--- src/rtl/cts_pkg.sv ---
`default_nettype none
package cts_pkg;

  localparam int unsigned NumSlotsDefault = 3;
  localparam logic [7:0] GlobalAddr = 8'hFF;

  typedef enum logic [2:0] {
    CmdRequest = 3'd0,
    CmdService = 3'd1,
    CmdCts     = 3'd2,
    CmdAbort   = 3'd3,
    CmdEack    = 3'd4
  } cmd_e;

  typedef enum logic [2:0] {
    PhIdle     = 3'd0,
    PhAnnounce = 3'd1,
    PhWaitCts  = 3'd2,
    PhData     = 3'd3,
    PhWaitEack = 3'd4,
    PhEack     = 3'd5,
    PhExtAbort = 3'd6
  } phase_e;

  typedef enum logic [2:0] {
    MsgNone     = 3'd0,
    MsgRts      = 3'd1,
    MsgBam      = 3'd2,
    MsgData     = 3'd3,
    MsgAbortTo  = 3'd4,
    MsgAbortRes = 3'd5
  } msg_e;

  typedef enum logic [1:0] {
    TmrNone  = 2'd0,
    TmrBcast = 2'd1,
    TmrDirect = 2'd2,
    TmrResp  = 2'd3
  } timer_e;

  typedef enum logic [2:0] {
    NoteNone   = 3'd0,
    NoteSupply = 3'd1,
    NoteIntAbt = 3'd2,
    NoteExtAbt = 3'd3,
    NoteEack   = 3'd4
  } note_e;

  typedef enum logic [2:0] {
    StIdle,
    StScan,
    StDiv,
    StExec,
    StDone
  } state_e;

endpackage
`default_nettype wire

--- src/rtl/can_transport_segment_sender_top.sv ---
`default_nettype none
// Sender side of the CAN multi-packet transport protocol with a table of
// NUM_SLOTS connections.
// A request is taken at a rising edge where start_i is high and busy_o is
// low. Its fields pick one of five events: new transfer, service of one
// slot, received clear-to-send, received abort or received end ack.
// Every request yields exactly one result, shown for one cycle with
// done_o high; the receiver cannot stall it.
// A sequencer walks the slot table one entry per cycle with a shared
// address compare. For a new transfer a divide state then forms the
// packet count with a reciprocal multiply by one seventh. An execute
// state then updates the slot and registers the result.
// done_o is high in the done state, which follows the execute state.
// busy_o stays high up to and including that cycle, so no new request
// is taken before the last one is done; one request is in work at a time.
// Reset marks every slot inactive; the other slot fields are written
// before they are read.
module can_transport_segment_sender_top #(
  parameter int unsigned NUM_SLOTS = cts_pkg::NumSlotsDefault
) (
  input  wire logic        clk_i,
  input  wire logic        rst_ni,
  input  wire logic        start_i,
  output logic             busy_o,
  output logic             done_o,
  input  wire logic [2:0]  cmd_i,
  input  wire logic [1:0]  slot_i,
  input  wire logic [7:0]  peer_addr_i,
  input  wire logic [17:0] group_number_i,
  input  wire logic [10:0] byte_count_i,
  input  wire logic [7:0]  grant_packets_i,
  input  wire logic [7:0]  grant_first_seq_i,
  input  wire logic        supplier_close_i,
  output logic             accepted_o,
  output logic [1:0]       slot_used_o,
  output logic [2:0]       msg_kind_o,
  output logic [7:0]       msg_dest_o,
  output logic [17:0]      msg_group_o,
  output logic [10:0]      msg_bytes_o,
  output logic [7:0]       msg_packets_o,
  output logic [7:0]       msg_seq_o,
  output logic [1:0]       timer_kind_o,
  output logic [2:0]       supplier_note_o
);

  localparam int unsigned IdxW = (NUM_SLOTS > 1) ? $clog2(NUM_SLOTS) : 1;
  localparam int unsigned CntW = $clog2(NUM_SLOTS + 1);

  cts_pkg::phase_e  phase_q [NUM_SLOTS];
  logic [7:0]       peer_q  [NUM_SLOTS];
  logic [17:0]      group_q [NUM_SLOTS];
  logic [10:0]      bytes_q [NUM_SLOTS];
  logic [7:0]       pkts_q  [NUM_SLOTS];
  logic [7:0]       seq_q   [NUM_SLOTS];
  logic [7:0]       grant_q [NUM_SLOTS];
  logic             sent_q  [NUM_SLOTS];

  cts_pkg::state_e state_q, state_d;

  // Latched request.
  logic [2:0]  cmd_q;
  logic [1:0]  slot_q;
  logic [7:0]  peer_r_q;
  logic [17:0] grp_r_q;
  logic [10:0] nbytes_q;
  logic [7:0]  gcnt_q;
  logic [7:0]  gfirst_q;
  logic        close_q;

  // Scan results.
  logic [CntW-1:0] scan_q;
  logic            match_hit_q, free_hit_q;
  logic [IdxW-1:0] match_idx_q, free_idx_q;
  // Packet count: (bytes + 6) * 9363 >> 16 equals the quotient by seven for
  // every 11-bit byte count.
  logic [11:0] rem_q;
  logic [8:0]  quot_q;
  logic [25:0] prod;
  assign prod = rem_q * 14'd9363;

  logic [IdxW-1:0] scan_idx;
  logic            scan_last;
  logic            scan_act, scan_match;
  assign scan_idx  = scan_q[IdxW-1:0];
  assign scan_last = (scan_q == CntW'(NUM_SLOTS - 1));
  assign scan_act  = (phase_q[scan_idx] != cts_pkg::PhIdle);
  assign scan_match = scan_act && (peer_q[scan_idx] == peer_r_q);

  // Next state.
  always_comb begin
    state_d = state_q;
    unique case (state_q)
      cts_pkg::StIdle: if (start_i) state_d = cts_pkg::StScan;
      cts_pkg::StScan: if (scan_last) begin
        state_d = (cmd_q == cts_pkg::CmdRequest) ? cts_pkg::StDiv : cts_pkg::StExec;
      end
      cts_pkg::StDiv:  state_d = cts_pkg::StExec;
      cts_pkg::StExec: state_d = cts_pkg::StDone;
      cts_pkg::StDone: state_d = cts_pkg::StIdle;
      default:         state_d = cts_pkg::StIdle;
    endcase
  end

  always_comb begin
    busy_o = (state_q != cts_pkg::StIdle);
    done_o = (state_q == cts_pkg::StDone);
  end

  always_ff @(posedge clk_i or negedge rst_ni) begin
    if (!rst_ni) begin
      state_q <= cts_pkg::StIdle;
    end else begin
      state_q <= state_d;
    end
  end

  always_ff @(posedge clk_i) begin
    if (state_q == cts_pkg::StIdle && start_i) begin
      cmd_q       <= cmd_i;
      slot_q      <= slot_i;
      peer_r_q    <= peer_addr_i;
      grp_r_q     <= group_number_i;
      nbytes_q    <= byte_count_i;
      gcnt_q      <= grant_packets_i;
      gfirst_q    <= grant_first_seq_i;
      close_q     <= supplier_close_i;
      scan_q      <= '0;
      match_hit_q <= 1'b0;
      free_hit_q  <= 1'b0;
      match_idx_q <= '0;
      free_idx_q  <= '0;
      rem_q       <= {1'b0, byte_count_i} + 12'd6;
      quot_q      <= '0;
    end else if (state_q == cts_pkg::StScan) begin
      scan_q <= scan_q + CntW'(1);
      if (scan_match && !match_hit_q) begin
        match_hit_q <= 1'b1;
        match_idx_q <= scan_idx;
      end
      if (!scan_act && !free_hit_q) begin
        free_hit_q <= 1'b1;
        free_idx_q <= scan_idx;
      end
    end else if (state_q == cts_pkg::StDiv) begin
      quot_q <= prod[24:16];
    end
  end

  // Selected slot for service and received messages.
  logic            svc_ok;
  logic [IdxW-1:0] sel;
  assign svc_ok = ({3'b000, slot_q} < 5'(NUM_SLOTS));
  assign sel = (cmd_q == cts_pkg::CmdService) ? IdxW'(slot_q) : match_idx_q;

  cts_pkg::phase_e ph;
  logic        glob;
  logic [8:0]  nxt9, lim9, sum9;
  logic [7:0]  gl_dec;
  assign ph     = phase_q[sel];
  assign glob   = (peer_q[sel] == cts_pkg::GlobalAddr);
  assign lim9   = {1'b0, pkts_q[sel]} + 9'd1;
  assign nxt9   = {1'b0, seq_q[sel]} + 9'd1;
  assign sum9   = (cmd_q == cts_pkg::CmdCts) ? ({1'b0, gfirst_q} + {1'b0, gcnt_q})
                                             : ({1'b0, seq_q[sel]} + {1'b0, grant_q[sel]});
  assign gl_dec = grant_q[sel] - 8'd1;

  // Result and table update in one step.
  logic        r_acc;
  logic [2:0]  r_kind, r_note;
  logic [1:0]  r_tmr;
  logic        r_dest_en, r_grp_en, r_ann, r_seq_en;
  logic        wr_new, wr_ph, wr_seq, wr_gr, wr_sent;
  cts_pkg::phase_e new_ph;
  logic [7:0]  new_seq, new_gr;
  logic [IdxW-1:0] wr_idx;

  always_comb begin
    r_acc = 1'b0; r_kind = cts_pkg::MsgNone; r_note = cts_pkg::NoteNone;
    r_tmr = cts_pkg::TmrNone; r_dest_en = 1'b0; r_grp_en = 1'b0;
    r_ann = 1'b0; r_seq_en = 1'b0;
    wr_new = 1'b0; wr_ph = 1'b0; wr_seq = 1'b0; wr_gr = 1'b0; wr_sent = 1'b0;
    new_ph = cts_pkg::PhIdle; new_seq = '0; new_gr = '0;
    wr_idx = sel;
    case (cmd_q)
      cts_pkg::CmdRequest: begin
        wr_idx = free_idx_q;
        if (!match_hit_q && free_hit_q) begin
          r_acc = 1'b1; wr_new = 1'b1;
        end
      end
      cts_pkg::CmdService: begin
        if (svc_ok && ph != cts_pkg::PhIdle && ph <= cts_pkg::PhExtAbort) begin
          r_acc = 1'b1;
          unique case (ph)
            cts_pkg::PhAnnounce: begin
              r_kind = glob ? cts_pkg::MsgBam : cts_pkg::MsgRts;
              r_dest_en = 1'b1; r_grp_en = 1'b1; r_ann = 1'b1;
              wr_seq = 1'b1; new_seq = 8'd1; wr_gr = 1'b1; wr_ph = 1'b1;
              if (glob) begin
                new_gr = pkts_q[sel]; new_ph = cts_pkg::PhData; r_tmr = cts_pkg::TmrBcast;
              end else begin
                new_ph = cts_pkg::PhWaitCts; r_tmr = cts_pkg::TmrResp;
              end
            end
            cts_pkg::PhWaitCts, cts_pkg::PhWaitEack: begin
              wr_ph = 1'b1; r_kind = cts_pkg::MsgAbortTo;
              r_dest_en = 1'b1; r_grp_en = 1'b1; r_note = cts_pkg::NoteIntAbt;
            end
            cts_pkg::PhData: begin
              wr_ph = 1'b1;
              if (grant_q[sel] == 8'd0 || sum9 > lim9) begin
                new_ph = cts_pkg::PhWaitCts; r_tmr = cts_pkg::TmrResp;
              end else begin
                r_note = cts_pkg::NoteSupply; r_dest_en = 1'b1;
                if (close_q) begin
                  r_kind = cts_pkg::MsgAbortRes; r_grp_en = 1'b1;
                end else begin
                  r_kind = cts_pkg::MsgData; r_seq_en = 1'b1;
                  wr_seq = 1'b1; new_seq = nxt9[7:0];
                  wr_gr = 1'b1; new_gr = gl_dec;
                  wr_sent = (nxt9 > {1'b0, pkts_q[sel]});
                  if (gl_dec != 8'd0) begin
                    new_ph = cts_pkg::PhData;
                    r_tmr = glob ? cts_pkg::TmrBcast : cts_pkg::TmrDirect;
                  end else if (!(sent_q[sel] || wr_sent)) begin
                    new_ph = cts_pkg::PhWaitCts; r_tmr = cts_pkg::TmrResp;
                  end else if (!glob) begin
                    new_ph = cts_pkg::PhWaitEack; r_tmr = cts_pkg::TmrResp;
                  end
                end
              end
            end
            cts_pkg::PhEack: begin
              wr_ph = 1'b1; r_note = cts_pkg::NoteEack;
            end
            default: begin
              wr_ph = 1'b1; r_note = cts_pkg::NoteExtAbt;
            end
          endcase
        end
      end
      cts_pkg::CmdCts, cts_pkg::CmdAbort, cts_pkg::CmdEack: begin
        if (match_hit_q && group_q[sel] == grp_r_q) begin
          if (cmd_q == cts_pkg::CmdCts) begin
            if ((ph == cts_pkg::PhWaitCts || ph == cts_pkg::PhWaitEack) &&
                gfirst_q != 8'd0 && sum9 <= lim9) begin
              r_acc = 1'b1; wr_ph = 1'b1; new_ph = cts_pkg::PhData;
              wr_gr = 1'b1; new_gr = gcnt_q; wr_seq = 1'b1; new_seq = gfirst_q;
            end
          end else if (cmd_q == cts_pkg::CmdAbort) begin
            r_acc = 1'b1; wr_ph = 1'b1; new_ph = cts_pkg::PhExtAbort;
          end else if (ph == cts_pkg::PhWaitEack) begin
            r_acc = 1'b1; wr_ph = 1'b1; new_ph = cts_pkg::PhEack;
          end
        end
      end
      default: ;
    endcase
  end

  logic exec;
  assign exec = (state_q == cts_pkg::StExec);

  always_ff @(posedge clk_i or negedge rst_ni) begin
    if (!rst_ni) begin
      for (int i = 0; i < NUM_SLOTS; i++) phase_q[i] <= cts_pkg::PhIdle;
    end else if (exec && wr_new) begin
      phase_q[wr_idx] <= cts_pkg::PhAnnounce;
    end else if (exec && wr_ph) begin
      phase_q[wr_idx] <= new_ph;
    end
  end

  always_ff @(posedge clk_i) begin
    if (exec && wr_new) begin
      peer_q[wr_idx]  <= peer_r_q;
      group_q[wr_idx] <= grp_r_q;
      bytes_q[wr_idx] <= nbytes_q;
      pkts_q[wr_idx]  <= quot_q[8] ? 8'hFF : quot_q[7:0];
      seq_q[wr_idx]   <= 8'd1;
      sent_q[wr_idx]  <= 1'b0;
    end else if (exec) begin
      if (wr_seq)  seq_q[wr_idx]   <= new_seq;
      if (wr_gr)   grant_q[wr_idx] <= new_gr;
      if (wr_sent) sent_q[wr_idx]  <= 1'b1;
    end
  end

  always_ff @(posedge clk_i) begin
    if (exec) begin
      accepted_o      <= r_acc;
      slot_used_o     <= r_acc ? 2'(wr_idx) : 2'd0;
      msg_kind_o      <= r_kind;
      msg_dest_o      <= r_dest_en ? peer_q[sel] : 8'd0;
      msg_group_o     <= r_grp_en ? group_q[sel] : 18'd0;
      msg_bytes_o     <= r_ann ? bytes_q[sel] : 11'd0;
      msg_packets_o   <= r_ann ? pkts_q[sel] : 8'd0;
      msg_seq_o       <= r_seq_en ? seq_q[sel] : 8'd0;
      timer_kind_o    <= r_tmr;
      supplier_note_o <= r_note;
    end
  end

`ifndef SYNTHESIS
  a_done_after_exec: assert property (@(posedge clk_i) disable iff (!rst_ni)
    done_o |-> $past(state_q) == cts_pkg::StExec) else $error("done without exec");
  a_busy_after_start: assert property (@(posedge clk_i) disable iff (!rst_ni)
    (start_i && !busy_o) |=> busy_o) else $error("start not taken");
  a_done_one_cycle: assert property (@(posedge clk_i) disable iff (!rst_ni)
    done_o |=> !done_o) else $error("done held");
  a_no_accept_no_slot: assert property (@(posedge clk_i) disable iff (!rst_ni)
    (done_o && !accepted_o) |-> slot_used_o == 2'd0) else $error("slot without accept");
`endif

endmodule
`default_nettype wire
--- config.mk ---
export PLATFORM = sky130hd
export DESIGN_NAME = can_transport_segment_sender_top
export DESIGN_NICKNAME = d
export VERILOG_FILES = /design/src/rtl/cts_pkg.sv /design/src/rtl/can_transport_segment_sender_top.sv
export SDC_FILE = /design/constraint.sdc
export NUM_CORES = 1
export LEC_CHECK = 0
export BUFFER_PORTS_ARGS = -buffer_cell sky130_fd_sc_hd__buf_2
export CAP_MARGIN = 20
export CORE_MARGIN = 5
export CORE_UTILIZATION = 55
export CTS_CLUSTER_SIZE = 16
export DETAILED_ROUTE_END_ITERATION = 8
export PLACE_DENSITY_LB_ADDON = 0.05
export SLEW_MARGIN = 40
export SYNTH_ARGS = -nofsm -noshare
export SYNTH_HDL_FRONTEND = slang
export SYNTH_SLANG_ARGS = --single-unit
--- constraint.sdc ---
create_clock -name clk_i -period 6.41 [get_ports clk_i]
set_clock_uncertainty 0.1 [all_clocks]
set_input_delay 0 -clock clk_i [delete_from_list [all_inputs] [get_ports clk_i]]
set_output_delay 0 -clock clk_i [all_outputs]
set_load 0.01 [all_outputs]
==> impl_metrics.ini, run 1 <==
[setup_path]
cp-start-kind = flip-flop
crit_fanout = 16
cp_data_required_time_ps = 6560
worst_r2r_path_depth = 24
end_kind = flip-flop
crit_type = flip-flop to flip-flop
cp.arrival_ps = 6210

[clocking]
clockBufferDepth = 3
clock_latency_ps = 550
htree_levels = 2
cts.sinks = 351
cts_buffers = 38
cts-root-buf = clkbuf_16
cts_tree = yes
clkTransAtPathRegs_ps = 60

[sta]
hold_viol_final = 0
setup_violations = 0
worstMarginPinSlew_ps = 862.0
drv_slew = 0
finalSetupTns_ps = 0
maxSlewHeadroom_pct = 42.00
whs_ps = 57.39
timing.final.crit_share_pct = 94.56
fin_crit_ps = 6061
timing.fmax_ghz = 0.1650

[detailed_routing]
drt_iter0_drc = 988
wl_per_cell_um = 20.66
drtAntennaViolNets = 0
drtPass1Iterations = 6
wirelength_um = 47610
drc_errors = 0
dr_total_vias = 13390
vias_per_cell = 5.810

[logic_synthesis]
synthCells = 1596
netlist_area_mm2 = 0.01879
synth_fp_nets = 1797
synth_edf_count = 320
syn_area_per_cell_um2 = 11.77
yosys_warnings = 0
synth-seq-cells = 351
yosysSeqAreaShare_pct = 54.76
yosys.cell_types.count = 86
async_flop_share_pct = 3.419
yosys_most_used_dff = edfxtp_1

[grt]
grt_pass1_wl_um = 74550
antenna_found_initial = 1
grt_overflow = 0
grt_max_degree = 67
grtUsageTotal_pct = 24.95
grt_pass1_vias = 13170

[floorplan]
core_mm2 = 0.03362
die-area_mm2 = 0.03796
io_pins = 128
die_h_um = 194.8
rows = 67
dieWidth_um = 194.8
start_util_pct = 55.90

[placement]
place.detailed.hpwl_um = 33510
place_area_mm2 = 0.02019
io_buffers = 127
place.gp.congestion = 0.9202
numPlacedInstances = 2170

[layout]
layout.cells.most_common = edfxtp_1
stdcell_count = 2304
num_antenna_cells = 0
layout_common_cells = edfxtp_1 (320), nand2_1 (148), buf_2 (127)
area_growth_pct = 17.59
post-route-util_pct = 65.73
fin_area_mm2 = 0.02210
fin_nets = 2029
drive_gt1_share_pct = 17.03

[hold_path]
whs_path_depth = 2
min_path_type = input port to flip-flop

[pwr]
ir_drop_v = 0.0003163
p_leak_nw = 8.693
cellPowerDensity_mw_per_mm2 = 362.8

[flow_run]
max-cap-violations = 0

[outcome]
status = finished, final reports clean
## per-stage QoR
stage / setup slack, ps / total power, W
2_1_floorplan: -127.8 / 0.005051
3_3_place_gp: 188.6 / 0.005805
3_5_place_dp: 72.11 / 0.005862
4_1_cts: 61.00 / 0.008068
5_1_grt: -63.03 / 0.008582
6_report: 348.7 / 0.008017
## path summary, 6_finish.rpt
kind                                              from                      to  slack, ps
worst min register to register  quot_q[5]$_SDFFE_PP0P_  quot_q[5]$_SDFFE_PP0P_        350
worst min-delay path                 group_number_i[1]    grp_r_q[1]$_DFFE_PP_         60
min in group asynchronous                       rst_ni  phase_q[8]$_DFFE_PN0P_        460
worst max register to register      cmd_q[1]$_DFFE_PP_   seq_q[0][4]$_DFFE_PP_        350
max in group asynchronous                       rst_ni  phase_q[1]$_DFFE_PN0P_       5360
worst max-delay path                cmd_q[1]$_DFFE_PP_   seq_q[0][4]$_DFFE_PP_        350
## timing repair
action | CTS | global route
hold buffers | 62 | 0
endpoints found under the setup margin | 0 | 129
resized for setup | 0 | 6
endpoints found under the hold margin | 102 | 0
buffers inserted | 0 | 4
## power breakdown
group	internal, W	switching [W]	leakage (nW)
registers	0.00282	0.000233	3.26
clock network	0.00126	0.000880	0.598
logic	0.00118	0.00164	4.83
## cell families after synthesis
logic type,synth area share [%]
flip-flops,54.76
buffers and inverters,4.068
AO/OA/AOI/OAI,12.39
XOR/XNOR,3.496
AND/OR/NAND/NOR,12.51
adder cells (fa/ha/maj),10.17
multiplexers,2.603
## area by class of cell
class | instances | area [um^2]
clock buffer | 50 | 1027
clock inverter | 18 | 183.9
fill | 2571 | 11520
inverter | 108 | 405.4
multi-input combinational | 1069 | 7809
sequential | 351 | 10290
tap | 448 | 560.5
timing repair buffer | 260 | 1821
## registers in the layout, summed over array words and instances (netlist names), 11 cells and up, named ones only
signal	count
grp_r_q	18
seq_q	24
nbytes_q	11
peer_q	24
rem_q	11
msg_bytes_o	11
grant_q	24
msg_group_o	18
bytes_q	33
group_q	54
pkts_q	24
## cells in the mapped netlist (12+ instances only)
master / n / share of area (%)
clkbuf_1: 36 / 0.72
inv_1: 108 / 2.2
edfxtp_1: 320 / 51
nand2b_1: 14 / 0.47
a21oi_1: 71 / 1.9
a211oi_1: 36 / 1.4
o21ai_0: 53 / 1.4
nor2_1: 123 / 2.5
and2_1: 12 / 0.40
dfxtp_1: 19 / 2.0
ha_1: 116 / 7.7
or2_2: 17 / 0.57
nand2_1: 148 / 3.0
a311oi_1: 12 / 0.56
o31ai_1: 13 / 0.52
nor4_1: 20 / 0.67
nand4_1: 20 / 0.67
nor2b_1: 18 / 0.60
xnor2_1: 40 / 1.9
or3_1: 12 / 0.40
xor2_1: 35 / 1.6
fa_1: 23 / 2.5
a31oi_1: 19 / 0.63
a21o_1: 15 / 0.60
nor3_1: 48 / 1.3
mux2i_1: 41 / 2.2
dfrtp_1: 12 / 1.6
## per-layer routing
metal  vias to the layer above  share of wire, %  track usage (%)  wire, um
li1                       6405                 -                -         -
met1                      6468                44            35.09     21140
met2                       439                46            40.06     22110
met3                        74               6.5            4.484      3102
met4                         0               2.6            7.525      1256
met5                         -                 0                0         0
## worst max-delay path: stages (launching register included)
cell       delay [ps]
edfxtp_1          380
or3b_1            460
buf_4             190
a21o_4            290
mux2i_1           250
a21oi_1           130
ha_1              350
or3_1             380
o21ai_0           110
o41ai_1           120
buf_4             150
a21o_1            160
a21oi_1           120
o21ai_0            90
ha_1              340
a21oi_1           140
o21ai_0           150
a2111oi_2         360
nor3b_2           170
or4_4             530
a31oi_4           200
o31ai_1           120
buf_4             170
a21oi_1           110
buf_4             190
(Power assumes the default switching activity.)
==> run 2, diff against run 1 <==
--- a/config.mk
+++ b/config.mk
@@ -5,8 +5,10 @@
 export SDC_FILE = /design/constraint.sdc
 export NUM_CORES = 1
 export LEC_CHECK = 0
+export ABC_AREA = 1
 export BUFFER_PORTS_ARGS = -buffer_cell sky130_fd_sc_hd__buf_2
 export CAP_MARGIN = 20
+export CORE_ASPECT_RATIO = 0.75
 export CORE_MARGIN = 5
 export CORE_UTILIZATION = 55
 export CTS_CLUSTER_SIZE = 16
==> run 2 against run 1 <==
Non-clock buffer count decreased by 45. Clock power increased by 7%. Maximum frequency increased by 3.7%. Register-to-register slack improved by 220 ps. Total power increased by 5.6%. Clock-buffer cell count decreased by 7. Critical endpoint is now grant_q[2][6]$_DFFE_PP_. Highest routed layer unchanged.
==> impl_metrics.ini, run 2 <==
[logic_synthesis]
async_flop_share_pct = 3.419
synthCells = 1884
synth_area_leaders = edfxtp_1 (51%), nand2_1 (9.0%), ha_1 (7.7%), inv_1 (4.6%), nand3_1 (3.2%)
synth_fp_nets = 2085
yosys_warnings = 0
yosys.area_share.simple_pct = 19.72
synth_edf_count = 320
yosys_most_used_dff = edfxtp_1
synth_mux_area_share_pct = 0.05335
netlist_area_mm2 = 0.01876
yosys.cell_types.count = 62
yosysSeqAreaShare_pct = 54.84
synth-seq-cells = 351
synth_fa_ha_area_share_pct = 10.19
synth_compound_area_share_pct = 7.575
syn_area_per_cell_um2 = 9.959
synth_top_family_by_area = simple AND/OR/NAND/NOR gates
synth_common_cells = nand2_1 (450), edfxtp_1 (320), inv_1 (229)
synth_top_area_cell = edfxtp_1
post-synth-top-count-cell = nand2_1
synth-xor-area-share_pct = 1.167
synth_top_area_share_pct = 51.21

[clocking]
clkTransAtPathRegs_ps = 60
cts-root-buf = clkbuf_16
clockBufferDepth = 3
cts_tree = yes
clock_latency_ps = 540
cts.sinks = 351
htree_levels = 2
post-cts-setup-buffers = 0
cts_buffers = 37

[layout]
post-route-util_pct = 65.05
largest_register = group_q
num_antenna_cells = 0
layout.cells.most_common = nand2_1
top_regs = group_q x54, bytes_q x33
largest_reg_flops = 54
drive_gt1_share_pct = 13.71
fin_nets = 2296
layout_common_cells = nand2_1 (449), edfxtp_1 (320), inv_1 (229)
area_growth_pct = 16.48
fin_area_mm2 = 0.02186

[setup_path]
end_kind = flip-flop
cp-start-kind = flip-flop
crit_fanout = 46
crit_type = flip-flop to flip-flop
cp_data_required_time_ps = 6490
cp.arrival_ps = 5920
cp_slowest_cell = nor2_2
max_stage_delay_ps = 470
cpMostUsedCell = nand2_1

[detailed_routing]
drc_errors = 0
drt_iter0_drc = 1443
wirelength_um = 49270
dr_total_vias = 14150
drtPass1Iterations = 6
vias_per_cell = 5.499
wl_per_cell_um = 19.15
drtAntennaViolNets = 0

[grt]
gr-usage-met2_pct = 37.30
grt_pass1_wl_um = 76610
grt_overflow = 0
antenna_found_initial = 0
grt_pass1_vias = 13560
grt_max_degree = 74
use_met1_pct = 40.53
busiest_layer = met1
grtUsageTotal_pct = 25.92
grt.met3_usage_pct = 5.691

[floorplan]
rows = 58
dieWidth_um = 223.3
die-area_mm2 = 0.03795
io_pins = 128
die_h_um = 170.0
core_mm2 = 0.03360
start_util_pct = 55.84

[sta]
maxSlewHeadroom_pct = 46.00
setup_violations = 0
timing.fmax_ghz = 0.1711
hold_viol_final = 0
drv_slew = 0
rsz0062_at_grt = true
timing.final.crit_share_pct = 91.20
worstMarginPinSlew_ps = 810.1
fin_crit_ps = 5846
whs_ps = 71.68
finalWorstSetupSlack_ps = 564.3

[pwr]
ir_drop_v = 0.0003775
cellPowerDensity_mw_per_mm2 = 387.3
total_power_w = 0.008465
p_leak_nw = 9.402

[placement]
place.gp.congestion = 0.9563
dp_slack_ps = 610.6
io_buffers = 127
place_area_mm2 = 0.01996
place.detailed.hpwl_um = 35590

[outcome]
status = finished, final reports clean

[hold_path]
min_path_type = input port to flip-flop

[flow_run]
max-cap-violations = 0
run 2: cell types whose count changed in the layout (fill, tap and decap cells not counted), moves of 15 or more:
cell,before,now
a211oi_1,36,2
nor2b_1,18,0
inv_1,107,229
buf_4,66,22
a31oi_1,19,2
nor4_1,19,4
xnor2_1,40,8
nand2_1,148,449
mux2i_1,41,1
nor3_1,47,12
nor2_1,119,151
xor2_1,35,17
nand3_1,10,121
run 2: path summary, 6_finish.rpt:
kind / end / start / slack, ps / cells after the start
worst max-delay path: grant_q[2][6]$_DFFE_PP_ / cmd_q[2]$_DFFE_PP_ / 560 / 36
worst min-delay path: peer_r_q[2]$_DFFE_PP_ / peer_addr_i[2] / 70 / 2
worst max register to register: grant_q[2][6]$_DFFE_PP_ / cmd_q[2]$_DFFE_PP_ / 560 / 36
worst min register to register: free_idx_q[1]$_SDFFE_PP0P_ / free_idx_q[1]$_SDFFE_PP0P_ / 350 / 2
max in group asynchronous: phase_q[7]$_DFFE_PN0P_ / rst_ni / 5400 / 3
min in group asynchronous: phase_q[1]$_DFFE_PN0P_ / rst_ni / 430 / 3
run 2: per-stage QoR:
stage	setup TNS [ps]	std cells
floorplan	0	1884
global placement	0	2441
detailed placement	0	2444
CTS	0	2573
global route	-503.1	2573
finish	0	2573
run 2: worst max-delay path, delay by kind of cell (launching register included):
kind                       cells  cell delay, ps
buffers and inverters          7             800
AOI/OAI and AO/OA              3             330
adders and majority gates      2             500
DFF                            1             430
and+or+nand+nor               24            3280
run 2: kinds of logic (layout without fill, tap and decap cells):
| logic type | after synthesis | after routing |
|---|---|---|
| adder cells (fa/ha/maj) | 139 | 139 |
| multiplexers | 1 | 1 |
| XOR/XNOR | 25 | 25 |
| AO/OA/AOI/OAI | 231 | 231 |
| buffers and inverters | 288 | 527 |
| flip-flops | 351 | 351 |
| AND/OR/NAND/NOR | 849 | 849 |
run 2: timing repair:
item | in CTS | in global routing
gates resized for setup | 0 | 1
hold buffers | 62 | 0
hold endpoints to repair | 84 | 0
setup endpoints to repair | 0 | 42
run 2: per-layer routing:
layer	up-vias	part of all wire (%)
li1	6826	-
met4	0	2.0
met5	-	0
met2	539	41
met3	77	9.1
met1	6706	47
run 2: power breakdown:
part / internal, W / switching [W] / leakage, nW / total (W)
Sequential: 0.00287 / 0.000210 / 3.20 / 0.00308
Clock: 0.00139 / 0.000897 / 0.619 / 0.00228
Combinational: 0.00111 / 0.00199 / 5.59 / 0.00310
Total: 0.00537 / 0.00310 / 9.40 / 0.00846
run 2: cell type report:
| class | instances | area [um^2] |
|---|---|---|
| clock buffers | 43 | 948.4 |
| multi-input cells | 1245 | 7312 |
| inverters | 245 | 919.6 |
| well taps | 450 | 563.0 |
| flip-flops and latches | 351 | 10290 |
| repair buffers | 215 | 1503 |
| clock inverters | 24 | 320.3 |
| fillers | 2644 | 11740 |
==> run 3, diff against run 2 <==
--- a/config.mk
+++ b/config.mk
@@ -13,7 +13,9 @@
 export CORE_UTILIZATION = 55
 export CTS_CLUSTER_SIZE = 16
 export DETAILED_ROUTE_END_ITERATION = 8
+export MAX_ROUTING_LAYER = met4
 export PLACE_DENSITY_LB_ADDON = 0.05
+export REMOVE_ABC_BUFFERS = 1
 export SLEW_MARGIN = 40
 export SYNTH_ARGS = -nofsm -noshare
 export SYNTH_HDL_FRONTEND = slang
==> run 3 against run 2 <==
Routed wire length up 0.97%. Die area stayed put. Non-clock buffer count down 1. Final area down 0.73%. Sequential share of layout area grew 0.34 points. Critical path depth stayed put. Critical path type unchanged. Critical endpoint is now seq_q[2][7]$_DFFE_PP_. Largest cell class unchanged. Highest routed layer unchanged.
==> impl_metrics.ini, run 3 (synthesis results as in run 2) <==
[pwr]
p_comb_share_pct = 38.1
p_sw_share_pct = 37.60
clkPwrFrac_pct = 24.5
ir_drop_v = 0.0002789
p_leak_nw = 9.319
p_sw_w = 0.003088
seq_power_share_pct = 37.5
cellPowerDensity_mw_per_mm2 = 378.6
internal_power_w = 0.005126

[detailed_routing]
drt_iter0_drc = 1312
wl_per_cell_um = 19.37
vias_per_cell = 5.489
dr_total_vias = 14100
drtAntennaViolNets = 0
drc_errors = 0
wirelength_um = 49750
drtPass1Iterations = 5

[grt]
grt.met3_usage_pct = 6.656
grt_max_degree = 70
antenna_found_initial = 0
grt_pass1_vias = 13270
busiest_layer = met1
grtUsageTotal_pct = 26.70
use_met1_pct = 40.72
gr-usage-met2_pct = 36.48
grt_pass1_wl_um = 76400
grt_overflow = 0

[layout]
layout_common_cells = nand2_1 (449), edfxtp_1 (320), inv_1 (229)
drive_gt1_share_pct = 13.64
num_antenna_cells = 0
area_growth_pct = 15.64
fin_nets = 2294
layout.cells.most_common = nand2_1
largest_reg_flops = 54
post-route-util_pct = 64.58
largest_register = group_q
nFillCells = 2724
top_regs = group_q x54, bytes_q x33

[setup_path]
cp_slowest_cell = edfxtp_1
max_stage_delay_ps = 390
end_kind = flip-flop
cpMostUsedCell = nand2_1
cp-start-kind = flip-flop
crit_fanout = 18
cp_data_required_time_ps = 6550
crit_type = flip-flop to flip-flop
cp.arrival_ps = 6140

[hold_path]
min_path_type = input port to flip-flop

[clocking]
cts.sinks = 351
clock_latency_ps = 540
clkTransAtPathRegs_ps = 60
post-cts-setup-buffers = 0
cts_buffers = 36
clockBufferDepth = 3
cts-root-buf = clkbuf_16
htree_levels = 2
cts_tree = yes

[sta]
rsz0062_at_grt = false
finalWorstSetupSlack_ps = 410.3
hold_viol_final = 0
setup_violations = 0
timing.final.crit_share_pct = 93.60
drv_slew = 0
maxSlewHeadroom_pct = 44.82
fin_crit_ps = 6000
whs_ps = 63.57
timing.fmax_ghz = 0.1667
finalSetupTns_ps = 0
worstMarginPinSlew_ps = 822.1

[flow_run]
max-cap-violations = 0

[placement]
place.detailed.hpwl_um = 36300
io_buffers = 127
place.gp.congestion = 0.9303
dp_slack_ps = 462.6

[floorplan]
io_pins = 128
rows = 58
die_h_um = 170.0
die-area_mm2 = 0.03795
dieWidth_um = 223.3
core_mm2 = 0.03360
start_util_pct = 55.84

[outcome]
status = finished, final reports clean
-- run 3: power groups by stage --
| stage | clock network (W) | registers (W) | logic, W |
|---|---|---|---|
| after CTS | 0.00204 | 0.00308 | 0.00313 |
| after floorplan | 0 | 0.00311 | 0.00215 |
| after global placement | 0 | 0.00312 | 0.00303 |
| final | 0.00201 | 0.00308 | 0.00313 |
| after detailed placement | 0 | 0.00312 | 0.00308 |
| after global routing | 0.00216 | 0.00311 | 0.00358 |
-- run 3: critical path: cells and delay by family (launching register included) --
kind / cells / cell delay (ps)
flops: 1 / 390
simple gates: 22 / 3080
fa+ha+maj: 3 / 700
compound gates: 4 / 510
buf+inv: 7 / 900
-- run 3: layout make-up --
| class | count | area (um^2) | area share (%) |
|---|---|---|---|
| Clock buffer | 48 | 997.2 | 4.596 |
| Clock inverter | 15 | 108.9 | 0.5017 |
| Inverter | 245 | 919.6 | 4.239 |
| Multi-Input combinational cell | 1245 | 7323 | 33.75 |
| Sequential cell | 351 | 10290 | 47.43 |
| Tap cell | 450 | 563.0 | 2.595 |
| Timing Repair Buffer | 214 | 1495 | 6.891 |
-- run 3: final timing paths --
path,endpoint,depth (start not counted),startpoint,slack (ps)
worst max-delay path,seq_q[2][7]$_DFFE_PP_,36,cmd_q[1]$_DFFE_PP_,410
worst min-delay path,peer_r_q[7]$_DFFE_PP_,2,peer_addr_i[7],60
worst max register to register,seq_q[2][7]$_DFFE_PP_,36,cmd_q[1]$_DFFE_PP_,410
worst min register to register,free_idx_q[0]$_SDFFE_PP0P_,2,free_idx_q[0]$_SDFFE_PP0P_,350
max in group asynchronous,state_q[0]$_DFFE_PN0P_,3,rst_ni,5430
min in group asynchronous,phase_q[3]$_DFFE_PN0P_,3,rst_ni,420
-- run 3: per-stage QoR --
stage | cells | cell area (um^2) | power [W]
detailed placement | 2442 | 19920 | 0.006196
floorplan | 1841 | 18470 | 0.005263
global placement | 2440 | 19890 | 0.006143
global route | 2568 | 21700 | 0.008844
CTS | 2567 | 21650 | 0.008241
finish | 2568 | 21700 | 0.008214
-- run 3: metal layers --
metal	share of wire [%]	up-vias
met4	1.6	0
met3	9.1	61
met2	41	537
met5	0	-
li1	-	6835
met1	48	6664
-- run 3: repair_timing --
item                       in CTS  in global routing
hold buffers                   62                  0
setup endpoints to repair       0                 48
hold endpoints to repair      104                  0
gates resized for setup         0                  5
